[config.mk]
export PLATFORM = sky130hd
export DESIGN_NAME = most_overdue_task_scheduler_core
export DESIGN_NICKNAME = d
export VERILOG_FILES = /design/src/rtl/core/mots_pkg.sv /design/src/rtl/core/mots_cell.sv /design/src/rtl/core/most_overdue_task_scheduler_core.sv
export SDC_FILE = /design/constraint.sdc
export NUM_CORES = 2
export LEC_CHECK = 0
export BUFFER_PORTS_ARGS = -buffer_cell sky130_fd_sc_hd__buf_2
export CORE_MARGIN = 1.5
export CORE_UTILIZATION = 57
export DETAILED_ROUTE_END_ITERATION = 7
export PLACE_DENSITY = 0.89
export SLEW_MARGIN = 20
export SYNTH_ARGS = -nofsm -noshare
export SYNTH_HDL_FRONTEND = slang
export SYNTH_HIERARCHICAL = 1
export SYNTH_SLANG_ARGS = --single-unit
[constraint.sdc]
create_clock -name aclk -period 7.8 [get_ports aclk]
set_input_delay 1.56 -clock aclk [delete_from_list [all_inputs] [get_ports aclk]]
set_output_delay 1.56 -clock aclk [all_outputs]
set_load 0.005 [all_outputs]
[src/rtl/core/mots_pkg.sv]
// ----------------------------------------------------------------------------
// mots_pkg
// Shared types and codes for the most-overdue task scheduler.
// ----------------------------------------------------------------------------
package mots_pkg;

    localparam int MAX_TASKS_DEF = 16;
    localparam int ID_BITS_DEF   = 8;
    localparam int TIME_W        = 32;
    localparam int TASK_ID_W     = 8;

    localparam logic [1:0] OP_TICK   = 2'd0;
    localparam logic [1:0] OP_ADD    = 2'd1;
    localparam logic [1:0] OP_REMOVE = 2'd2;

    localparam logic [1:0] ST_OK        = 2'd0;
    localparam logic [1:0] ST_FULL      = 2'd1;
    localparam logic [1:0] ST_NOT_FOUND = 2'd2;

    // row-wide command broadcast to every cell
    typedef struct packed {
        logic       resync;   // time went backwards: last run <= now
        logic       shift;    // close a gap at and above rm_pos
        logic       append;   // write new task at append position
        logic       stamp;    // last run <= now at grant position
    } cell_cmd_t;

endpackage

[src/rtl/core/mots_cell.sv]
// ----------------------------------------------------------------------------
// mots_cell
// One task slot. Holds id, interval, max run and last run, passes its
// contents down to the lower neighbor on a remove, and exposes its stored fields.
// ----------------------------------------------------------------------------
module mots_cell #(
    parameter int ID_BITS = mots_pkg::ID_BITS_DEF
) (
    input  logic                        aclk,
    input  mots_pkg::cell_cmd_t         cmd,
    input  logic                        sel_append,
    input  logic                        sel_shift,
    input  logic                        sel_stamp,
    input  logic [ID_BITS-1:0]          new_id,
    input  logic [mots_pkg::TIME_W-1:0] new_interval,
    input  logic [mots_pkg::TIME_W-1:0] new_max_run,
    input  logic [mots_pkg::TIME_W-1:0] now,
    input  logic [ID_BITS-1:0]          up_id,
    input  logic [mots_pkg::TIME_W-1:0] up_interval,
    input  logic [mots_pkg::TIME_W-1:0] up_max_run,
    input  logic [mots_pkg::TIME_W-1:0] up_last_run,
    output logic [ID_BITS-1:0]          id,
    output logic [mots_pkg::TIME_W-1:0] interval,
    output logic [mots_pkg::TIME_W-1:0] max_run,
    output logic [mots_pkg::TIME_W-1:0] last_run
);

    logic [ID_BITS-1:0]          id_reg;
    logic [mots_pkg::TIME_W-1:0] interval_reg;
    logic [mots_pkg::TIME_W-1:0] max_run_reg;
    logic [mots_pkg::TIME_W-1:0] last_run_reg;

    always_ff @(posedge aclk) begin
        if (cmd.append && sel_append) begin
            id_reg       <= new_id;
            interval_reg <= new_interval;
            max_run_reg  <= new_max_run;
            last_run_reg <= now;
        end else if (cmd.shift && sel_shift) begin
            id_reg       <= up_id;
            interval_reg <= up_interval;
            max_run_reg  <= up_max_run;
            last_run_reg <= up_last_run;
        end else if (cmd.resync || (cmd.stamp && sel_stamp)) begin
            last_run_reg <= now;
        end
    end

    assign id       = id_reg;
    assign interval = interval_reg;
    assign max_run  = max_run_reg;
    assign last_run = last_run_reg;

endmodule

[src/rtl/core/most_overdue_task_scheduler_core.sv]
// ----------------------------------------------------------------------------
// most_overdue_task_scheduler_core
// Periodic task table with most-overdue selection on every tick.
//
// Input channel s_*: opcode tick / add / remove with task fields and now_ms.
// Result channel m_*: one result per input transfer (status, grant, timing).
// Add and remove results appear in the cycle after the transfer. A tick walks the task cells one per
// cycle with a single overrun compare unit, after an S_RESYNC step when time
// went backwards, and then registers its result from S_OUT. One item is in
// work at a time.
// The result sits in an output register; while the receiver stalls, the
// result holds and no new transfer is taken.
// Reset (synchronous, aresetn low) empties the table and clears the kill,
// start, overrun and previous tick times. Slot contents are not cleared.
// ----------------------------------------------------------------------------
module most_overdue_task_scheduler_core #(
    parameter int MAX_TASKS = mots_pkg::MAX_TASKS_DEF,
    parameter int ID_BITS   = mots_pkg::ID_BITS_DEF
) (
    input  logic                           aclk,
    input  logic                           aresetn,
    input  logic                           s_valid,
    output logic                           s_ready,
    input  logic [1:0]                     s_opcode,
    input  logic [mots_pkg::TASK_ID_W-1:0] s_task_id,
    input  logic [mots_pkg::TIME_W-1:0]    s_interval_ms,
    input  logic [mots_pkg::TIME_W-1:0]    s_max_run_ms,
    input  logic [mots_pkg::TIME_W-1:0]    s_now_ms,
    output logic                           m_valid,
    input  logic                           m_ready,
    output logic [1:0]                     m_status,
    output logic                           m_granted,
    output logic [mots_pkg::TASK_ID_W-1:0] m_granted_task,
    output logic [mots_pkg::TIME_W-1:0]    m_overrun_ms,
    output logic [mots_pkg::TIME_W-1:0]    m_kill_at_ms,
    output logic                           m_expired,
    output logic [mots_pkg::TIME_W-1:0]    m_runtime_ms,
    output logic [mots_pkg::TIME_W-1:0]    m_delay_ms
);

    localparam int IDX_W = (MAX_TASKS > 1) ? $clog2(MAX_TASKS) : 1;
    localparam int CNT_W = $clog2(MAX_TASKS + 1);
    localparam int TW    = mots_pkg::TIME_W;

    typedef enum logic [3:0] {
        S_IDLE   = 4'b0001,
        S_RESYNC = 4'b0010,
        S_SCAN   = 4'b0100,
        S_OUT    = 4'b1000
    } state_t;

    state_t               state_reg, state_next;
    logic [CNT_W-1:0]     count_reg;
    logic [TW-1:0]        prev_tick_reg, kill_reg, start_reg, saved_over_reg;
    logic [TW-1:0]        now_reg;
    logic [CNT_W-1:0]     scan_reg;
    logic [IDX_W-1:0]     best_reg;
    logic [TW-1:0]        best_over_reg;
    logic                 found_reg;

    logic [ID_BITS-1:0]   cid  [MAX_TASKS];
    logic [TW-1:0]        civl [MAX_TASKS];
    logic [TW-1:0]        cmax [MAX_TASKS];
    logic [TW-1:0]        clr  [MAX_TASKS];

    logic [IDX_W-1:0]     rm_pos;
    logic                 rm_hit;
    logic                 accept, out_fire;
    mots_pkg::cell_cmd_t  cmd;
    logic [ID_BITS-1:0]   in_id;
    logic [TW-1:0]        now_sel;

    assign accept   = s_valid && s_ready;
    assign out_fire = m_valid && m_ready;
    assign s_ready  = (state_reg == S_IDLE) && !m_valid;
    assign in_id    = ID_BITS'(s_task_id);

    // first matching id for remove
    always_comb begin
        rm_hit = 1'b0;
        rm_pos = '0;
        for (int i = MAX_TASKS - 1; i >= 0; i--) begin
            if ((CNT_W'(i) < count_reg) && (cid[i] == in_id)) begin
                rm_hit = 1'b1;
                rm_pos = IDX_W'(i);
            end
        end
    end

    logic [IDX_W-1:0] scan_idx;
    logic [TW-1:0]    when_t, over_t;
    logic             scan_better;
    assign scan_idx    = scan_reg[IDX_W-1:0];
    assign when_t      = clr[scan_idx] + civl[scan_idx];
    assign over_t      = now_reg - when_t;
    assign scan_better = (when_t <= now_reg) && (over_t > best_over_reg);

    always_comb begin
        cmd.resync = (state_reg == S_RESYNC);
        cmd.shift  = accept && (s_opcode == mots_pkg::OP_REMOVE) && rm_hit;
        cmd.append = accept && (s_opcode == mots_pkg::OP_ADD)
                     && (count_reg < CNT_W'(MAX_TASKS));
        cmd.stamp  = (state_reg == S_OUT) && found_reg;
        now_sel    = (state_reg == S_IDLE) ? s_now_ms : now_reg;
    end

    for (genvar g = 0; g < MAX_TASKS; g++) begin : g_cell
        localparam int UP = (g + 1 < MAX_TASKS) ? g + 1 : g;
        mots_cell #(.ID_BITS(ID_BITS)) u_cell (
            .aclk         (aclk),
            .cmd          (cmd),
            .sel_append   (count_reg == CNT_W'(g)),
            .sel_shift    (IDX_W'(g) >= rm_pos),
            .sel_stamp    (best_reg == IDX_W'(g)),
            .new_id       (in_id),
            .new_interval (s_interval_ms),
            .new_max_run  (s_max_run_ms),
            .now          (now_sel),
            .up_id        (cid[UP]),
            .up_interval  (civl[UP]),
            .up_max_run   (cmax[UP]),
            .up_last_run  (clr[UP]),
            .id           (cid[g]),
            .interval     (civl[g]),
            .max_run      (cmax[g]),
            .last_run     (clr[g])
        );
    end

    always_comb begin
        state_next = state_reg;
        case (state_reg)
            S_IDLE: begin
                if (accept && s_opcode == mots_pkg::OP_TICK) begin
                    state_next = (s_now_ms < prev_tick_reg) ? S_RESYNC : S_SCAN;
                end
            end
            S_RESYNC: state_next = S_SCAN;
            S_SCAN: begin
                if (scan_reg >= count_reg) begin
                    state_next = S_OUT;
                end
            end
            S_OUT:    state_next = S_IDLE;
            default:  state_next = S_IDLE;
        endcase
    end

    logic [TW-1:0] kill_n, start_n, sover_n;
    always_comb begin
        kill_n  = kill_reg;
        start_n = start_reg;
        sover_n = saved_over_reg;
        if (cmd.stamp) begin
            kill_n  = cmax[best_reg] + now_reg;
            start_n = now_reg;
            sover_n = best_over_reg;
        end
    end

    always_ff @(posedge aclk) begin
        if (!aresetn) begin
            state_reg      <= S_IDLE;
            count_reg      <= '0;
            prev_tick_reg  <= '0;
            kill_reg       <= '0;
            start_reg      <= '0;
            saved_over_reg <= '0;
            m_valid        <= 1'b0;
            found_reg      <= 1'b0;
        end else begin
            state_reg      <= state_next;
            kill_reg       <= kill_n;
            start_reg      <= start_n;
            saved_over_reg <= sover_n;
            if (out_fire) begin
                m_valid <= 1'b0;
            end
            if (cmd.append) begin
                count_reg <= count_reg + CNT_W'(1);
            end
            if (cmd.shift) begin
                count_reg <= count_reg - CNT_W'(1);
            end
            if (accept && s_opcode == mots_pkg::OP_TICK) begin
                prev_tick_reg <= s_now_ms;
                found_reg     <= 1'b0;
            end
            if (state_reg == S_SCAN && scan_reg < count_reg && scan_better) begin
                found_reg <= 1'b1;
            end
            if (accept && s_opcode != mots_pkg::OP_TICK) begin
                m_valid <= 1'b1;
            end
            if (state_reg == S_OUT) begin
                m_valid <= 1'b1;
            end
        end
    end

    always_ff @(posedge aclk) begin
        if (accept) begin
            now_reg       <= s_now_ms;
            scan_reg      <= '0;
            best_reg      <= '0;
            best_over_reg <= '0;
        end else if (state_reg == S_SCAN && scan_reg < count_reg) begin
            scan_reg <= scan_reg + CNT_W'(1);
            if (scan_better) begin
                best_reg      <= scan_idx;
                best_over_reg <= over_t;
            end
        end
        if (accept && s_opcode != mots_pkg::OP_TICK) begin
            m_status       <= (s_opcode == mots_pkg::OP_ADD && !cmd.append)
                              ? mots_pkg::ST_FULL
                              : (s_opcode == mots_pkg::OP_REMOVE && !rm_hit)
                              ? mots_pkg::ST_NOT_FOUND : mots_pkg::ST_OK;
            m_granted      <= 1'b0;
            m_granted_task <= '0;
            m_overrun_ms   <= '0;
            m_kill_at_ms   <= kill_reg;
            m_expired      <= (s_now_ms >= kill_reg);
            m_runtime_ms   <= s_now_ms - start_reg;
            m_delay_ms     <= saved_over_reg;
        end else if (state_reg == S_OUT) begin
            m_status       <= mots_pkg::ST_OK;
            m_granted      <= found_reg;
            m_granted_task <= found_reg ? mots_pkg::TASK_ID_W'(cid[best_reg]) : '0;
            m_overrun_ms   <= found_reg ? best_over_reg : '0;
            m_kill_at_ms   <= kill_n;
            m_expired      <= (now_reg >= kill_n);
            m_runtime_ms   <= now_reg - start_n;
            m_delay_ms     <= sover_n;
        end
    end

    a_count_range: assert property (@(posedge aclk) disable iff (!aresetn)
        count_reg <= CNT_W'(MAX_TASKS))
        else $error("task count beyond table size");
    a_no_accept_busy: assert property (@(posedge aclk) disable iff (!aresetn)
        (state_reg != S_IDLE) |-> !s_ready)
        else $error("input ready while a tick is in work");
    a_out_after_scan: assert property (@(posedge aclk) disable iff (!aresetn)
        (state_reg == S_OUT) |=> m_valid)
        else $error("tick finished without a result");
    a_grant_positive: assert property (@(posedge aclk) disable iff (!aresetn)
        (m_valid && m_granted) |-> (m_overrun_ms != '0))
        else $error("grant with zero overrun");

endmodule

# Yosys cells after proc, flatten, opt, wreduce, memory -nomap -nowiden
# Cells that the tools add are included.
[totals] reg_bits=2016 out_inout_bits=142 in_bits=110 wordCells=542
[op_classes] bitwise=2 reduce_logical=140 eq_ne=55 magnitude_cmp=42 muxes=211 addsub=8
[ops] op="32-bit 2-to-1 mux" count=125
[ops] op="32-bit binary-select mux with 4-bit select" count=3
[ops] op="8-bit 2-to-1 mux" count=33
[ops] op="8-bit equality test" count=16
[ops] op="32-bit subtractor" count=3
[ops] op="1-bit logical AND" count=79
[ops] op="4-bit 2-to-1 mux" count=18
[ops] op="32-bit adder" count=2
[ops] op="32-bit >= comparator" count=2
[ops] op="3-bit nonzero test" count=16
[ops] op="5-bit by 4-bit equality test with 1-bit output (second input constant)" count=8
[ops] op="4-bit by 5-bit < comparator with 1-bit output (first input constant)" count=8
[ops] op="2-bit nonzero test" count=20
[ops] op="4-bit equality test (second input constant)" count=9
[ops] op="8-bit binary-select mux with 4-bit select" count=1
[ops] op="4-bit >= comparator (first input constant)" count=8
[ops] op="32-bit greater-than comparator" count=1
[ops] op="32-bit <= comparator" count=1
[ops] op="32-bit < comparator" count=1
[ops] op="1-bit 2-to-1 mux" count=23
[ops] op="4-bit by 3-bit equality test with 1-bit output (second input constant)" count=5
[ops] op="5-bit by 3-bit equality test with 1-bit output (second input constant)" count=4
[ops] op="3-bit by 5-bit < comparator with 1-bit output (first input constant)" count=4
[ops] op="3-bit by 4-bit >= comparator with 1-bit output (first input constant)" count=4
[ops] op="other kinds (29)" count=64

# Longest topological paths before layout
[depth] word_depth=23 mapped_depth=40 ltp_nobuf=34

# By module
# Netlist, hierarchy kept.
[modules_own_cells] module="mots_cell" instances=16 area_per_inst_um2=4426.7 seq_area_each_um2=3123.0 cells_each=223
[modules_own_cells] module="most_overdue_task_scheduler_core" instances=1 area_per_inst_um2=37933.9 seq_area_each_um2=8358.0 cells_each=3724

# Worst setup path after synthesis
# OpenSTA, ideal clock, no wires.
[synth_timing] kind="reg2reg" start="register scan_reg[0]" end="register best_reg[0]" path_buffers=6 required_ns=7.607 stages_incl_launch_ff=38 synth_period_minus_slack_ns=8.110 t_arrival_ns=7.917 setup_ns=0.193 path_slack_ns=-0.310 path_cell_list="dfxtp_1 buf_2 buf_2 buf_2 buf_1 mux4_2 mux4_2 ha_1 or2_2 o31ai_1 nor4_1 nor4_1 o21bai_1 a21oi_1 o21bai_1 a21oi_1 xor2_1 ha_1 [... 2 more ...] o2bb2ai_1 o21ai_0 nand4b_1 a311oi_1 xnor2_1 ha_1 nand4_1 nor2_1 and3_1 nand4_1 nor4_1 nor2_1 o21ai_1 nor2_2 buf_4 buf_2 nand2_1 a21oi_1"
[synth_between] elab_chain_cells=9 elab_cells_between_ends=15 cone_classes="add/sub: 2; order compare: 3; mux: 6; bitwise: 1; reduce/logical: 3"
[synth_lines] item="start: declaration" line_no="most_overdue_task_scheduler_core.sv:56" rtl="logic [CNT_W-1:0] scan_reg;"
[synth_lines] item="start signal: assignment" line_no="most_overdue_task_scheduler_core.sv:208" rtl="scan_reg <= scan_reg + CNT_W'(1);"
[synth_lines] item="4-bit NOT with 5-bit output (not written as such) (*)" line_no="most_overdue_task_scheduler_core.sv:94" rtl="assign when_t = clr[scan_idx] + civl[scan_idx];"
[synth_lines] item="32-bit binary-select mux with 4-bit select" line_no="most_overdue_task_scheduler_core.sv:94"
[synth_lines] item="32-bit 2-to-1 mux (not written as such) (2 in series)" line_no="most_overdue_task_scheduler_core.sv:94"
[synth_lines] item="32-bit adder (*)" line_no="most_overdue_task_scheduler_core.sv:94"
[synth_lines] item="32-bit subtractor (*)" line_no="most_overdue_task_scheduler_core.sv:95" rtl="assign over_t = now_reg - when_t;"
[synth_lines] item="named net over_t[31]" line_no="most_overdue_task_scheduler_core.sv:91" rtl="logic [TW-1:0] when_t, over_t;"
[synth_lines] item="32-bit greater-than comparator (*)" line_no="most_overdue_task_scheduler_core.sv:96" rtl="assign scan_better = (when_t <= now_reg) && (over_t > best_over_reg);"
[synth_lines] item="1-bit logical AND (*)" line_no="most_overdue_task_scheduler_core.sv:96"
[synth_lines] item="2-bit AND reduction (no source line) (*)"
[synth_lines] item="end signal: assignment" line_no="most_overdue_task_scheduler_core.sv:210" rtl="best_reg <= scan_idx;"
[synth_lines] item="end: declaration" line_no="most_overdue_task_scheduler_core.sv:57" rtl="logic [IDX_W-1:0] best_reg;"
# Mark *: on every way through the listed nets, which the timed path passes. The rest lies on a longest branch. The select of a mux whose other input is x is not followed.
# A chain may end at the register's enable or synchronous reset.

# Worst setup path after layout
[layout_timing] start="register scan_reg[0]" end="register best_over_reg[18]"
[layout_between] elab_chain_cells=9 elab_cells_between_ends=15 cone_classes="add/sub: 2; order compare: 3; mux: 6; bitwise: 1; reduce/logical: 3"
[layout_lines] item="4-bit NOT with 5-bit output (not written as such) (*)" line_no="most_overdue_task_scheduler_core.sv:94"
[layout_lines] item="32-bit binary-select mux with 4-bit select" line_no="most_overdue_task_scheduler_core.sv:94"
[layout_lines] item="32-bit 2-to-1 mux (not written as such) (2 in series)" line_no="most_overdue_task_scheduler_core.sv:94"
[layout_lines] item="32-bit adder (*)" line_no="most_overdue_task_scheduler_core.sv:94"
[layout_lines] item="32-bit subtractor (*)" line_no="most_overdue_task_scheduler_core.sv:95"
[layout_lines] item="named net over_t[30]" line_no="most_overdue_task_scheduler_core.sv:91"
[layout_lines] item="32-bit greater-than comparator (*)" line_no="most_overdue_task_scheduler_core.sv:96"
[layout_lines] item="1-bit logical AND (*)" line_no="most_overdue_task_scheduler_core.sv:96"
[layout_lines] item="2-bit AND reduction (no source line) (*)"
[layout_lines] item="end signal: assignment" line_no="most_overdue_task_scheduler_core.sv:211" rtl="best_over_reg <= over_t;"
[layout_lines] item="end: declaration" line_no="most_overdue_task_scheduler_core.sv:58" rtl="logic [TW-1:0] best_over_reg;"
# Marks and branches as above.

==> impl_metrics.csv <==
group,metric,value,unit
synthesis,synth_edf_count,1795,
timing,max_slew.worst_pin.slew,1.17,ns
critical_path,path_class,"reg -> reg",
timing,max_freq,129,MHz
drt,viasPerCell,6.99,
layout,fillers,12377,
synthesis,synth_top_area_frac,0.496,
floorplanning,die_h,440,um
clock_tree,cts_buffer_depth,3,
floorplanning,initial_core_util,0.573,
clock_tree,worstSkewPairLatency,0.90,ns
layout,finalNonFillerCells,10364,
timing,fin_crit_sh,0.991,
layout,final_nets,8056,
floorplanning,std_cell_rows,160,
floorplanning,die_w,440,um
drt,dr.pass1.iters,8,
layout,drive_gt1_frac,0.396,
critical_path,arrival,8.39,ns
clock_tree,path_clk_slew,0.06,ns
drt,vias,72419,
layout,final_area,121000,um2
clock_tree,cts_buffers,202,
critical_path,critPathSlowestCell,"mux4_2",
global_route,grt_usage,0.334,
clock_tree,cts_tree,"yes",
synthesis,muxShareOfSynthArea,0.281,
run_status,outcome,"completed",
place,place.port_buffers,251,
clock_tree,h-tree-depth,4,
synthesis,synthSimpleGateAreaFrac,0.0495,
synthesis,synth_warnings,6,
place,place_area,113000,um2
place,place_congestion,0.957,
synthesis,synth-seq-area-share,0.536,
timing,skew,0.0908,ns
synthesis,syn-num-nets,7701,
synthesis,synth_cell_type_count,92,
drt,drt-total-wl,334,mm
power_and_ir_drop,p_leak,37.9,nW
synthesis,synth-main-ff-cell,"edfxtp_1",
synthesis,ys_ff_latch,2016,
job,maxCapViolCount,0,
power_and_ir_drop,ir_drop,0.172,mV
global_route,grt_max_degree,111,
synthesis,syn_area_per_cell,14.9,um2
floorplanning,ios,252,
critical_path,critical_path.max_fanout,7,
synthesis,synth_top_cells_by_area,"edfxtp_1 (50%), mux2_2 (16%), mux4_2 (11%)",
global_route,grt_pass1_wl,477,mm
timing,setup_viol,0,
global_route,antenna_found_initial,47,
critical_path,start_kind,"flop",
synthesis,syn-cell-area,109000,um2
clock_tree,hold_buffers,0,
synthesis,postSynthCellCount,7292,
timing,hold_violations,0,
clock_tree,root_buffer,"clkbuf_16",
synthesis,yosysTopAreaCell,"edfxtp_1",
drt,drcViolationCount,0,
timing,slew_headroom,0.218,
critical_path,crit_path_end_kind,"flop",
drt,drtIter0Drc,11007,
timing,final_max_slew_viol_count,0,
synthesis,synth_adder_area_share,0.0347,
synthesis,synth_compound_area_frac,0.0463,
place,placedCellCount,9907,
synthesis,synth.most_common_cell,"edfxtp_1",
clock_tree,clock-sinks,2016,
power_and_ir_drop,power_density,201,nW/um2
drt,antenna_left,0,
critical_path,max_stage_delay,0.59,ns
place,hpwl,200,mm
synthesis,synth_commonest_cells,"edfxtp_1 (1795), mux2_2 (1553), mux4_2 (520), nand2_1 (490), ha_1 (294)",
critical_path,worstPathRequired,8.46,ns
timing,finalCriticalPeriod,7.73,ns
synthesis,synth_top_family_by_area,"multiplexers",
drt,avgRoutedWirePerCell,32.2,um
global_route,first_global_vias,72733,
layout,area_growth,11.4,%
critical_path,crit_top_cell,"buf_12",
synthesis,yosys.area_share.xor_xnor,0.0217,
synthesis,async_reset_ff_frac,0,
floorplanning,dieArea,193000,um2
layout,post-route-util,0.638,
global_route,grt.overflow.total,0,
min_path,hold_class,"reg -> reg",
floorplanning,core_area,190000,um2
==> per-layer routing <==
layer | wire length (um) | GRT usage | up-vias
met5 | 259 | 0 | -
met3 | 45200 | 0.102 | 1357
li1 | - | - | 29264
met2 | 156000 | 0.530 | 5937
met1 | 110000 | 0.399 | 35831
met4 | 22700 | 0.209 | 30
==> worst paths after layout <==
check                                      from                        endpoint  slack (ns)  cells past startpoint
setup / recovery       scan_reg[0]$_SDFFE_PP0P_  best_over_reg[18]$_SDFFE_PP0P_        0.07                     35
hold / removal    m_overrun_ms[10]$_SDFFE_PP0N_   m_overrun_ms[10]$_SDFFE_PP0N_        0.44                      2
setup reg to reg       scan_reg[0]$_SDFFE_PP0P_  best_over_reg[18]$_SDFFE_PP0P_        0.07                     35
hold reg to reg   m_overrun_ms[10]$_SDFFE_PP0N_   m_overrun_ms[10]$_SDFFE_PP0N_        0.44                      2
==> through the flow <==
step / total power, mW / hold WS, ns / TNS, ns / worst slack (ns)
2_1_floorplan: 13.6 / 0.439 / 0 / 0.000128
3_3_place_gp: 14.4 / 0.426 / 0 / 0.191
3_5_place_dp: 14.5 / 0.430 / -4.30 / -0.194
4_1_cts: 24.1 / 0.444 / 0 / 0.0184
5_1_grt: 24.9 / 0.465 / -3.84 / -0.159
6_report: 24.3 / 0.441 / 0 / 0.0689
==> kinds of logic (layout without fill, tap and decap cells) <==
logic type / count (synthesis) / count (layout)
muxes: 2193 / 2193
AOI/OAI and AO/OA: 783 / 783
other: 1 / 36
buffers and inverters: 597 / 1122
DFF: 2016 / 2016
and+or+nand+nor: 1133 / 1134
adders and majority gates: 299 / 299
xor gates and xnor gates: 270 / 270
==> where the power goes <==
part | total (mW) | internal, mW | switching [mW]
clock network | 9.89 | 5.45 | 4.45
logic | 2.49 | 1.02 | 1.47
registers | 11.9 | 11.8 | 0.101
total | 24.3 | 18.3 | 6.02
==> worst max-delay path: cells and delay by family (launching register included) <==
kind	cells	cell delay, ns
compound gates	14	2.50
xor+xnor	2	0.32
fa+ha+maj	3	1.04
buf+inv	6	0.95
flops	1	0.45
mux	2	1.13
simple gates	8	1.06
==> cell usage in the layout (no fill, tap or decap), drive strengths merged, types with 13 or more instances in the layout <==
cell    count
a211o      22
a211oi     27
a21boi     42
a21o      100
a21oi     281
a31oi      23
and2       53
and3       32
buf       525
bufinv     17
clkbuf    254
clkinv    101
dfxtp     221
diode      35
edfxtp   1795
ha        294
inv       217
mux2     1665
mux4      520
nand2     506
nand2b     41
nand3      39
nand3b     14
nand4      54
nor2      187
nor2b      92
nor3       45
nor4       23
o21a       20
o21ai     158
o21bai     22
o31ai      13
or3        14
xnor2     168
xor2      102
==> timing repair <==
item                       CTS  global route
setup endpoints to repair   37            37
resized for setup            8           110
hold endpoints to repair     0             0
cloned                       0            10
buffers inserted             2            36
pin swaps                    2            62
==> area by class of cell <==
| type | instances | area, um2 | area share |
|---|---|---|---|
| antenna | 35 | 87.6 | 0.000723 |
| clock buffer | 245 | 5310 | 0.0438 |
| clock inverter | 130 | 1330 | 0.0109 |
| inverter | 213 | 805 | 0.00664 |
| multi-input combinational | 4680 | 48000 | 0.396 |
| sequential | 2016 | 58400 | 0.482 |
| tap | 2511 | 3140 | 0.0259 |
| timing repair buffer | 534 | 4100 | 0.0338 |
No activity file was read; power rests on OpenSTA's default activity.
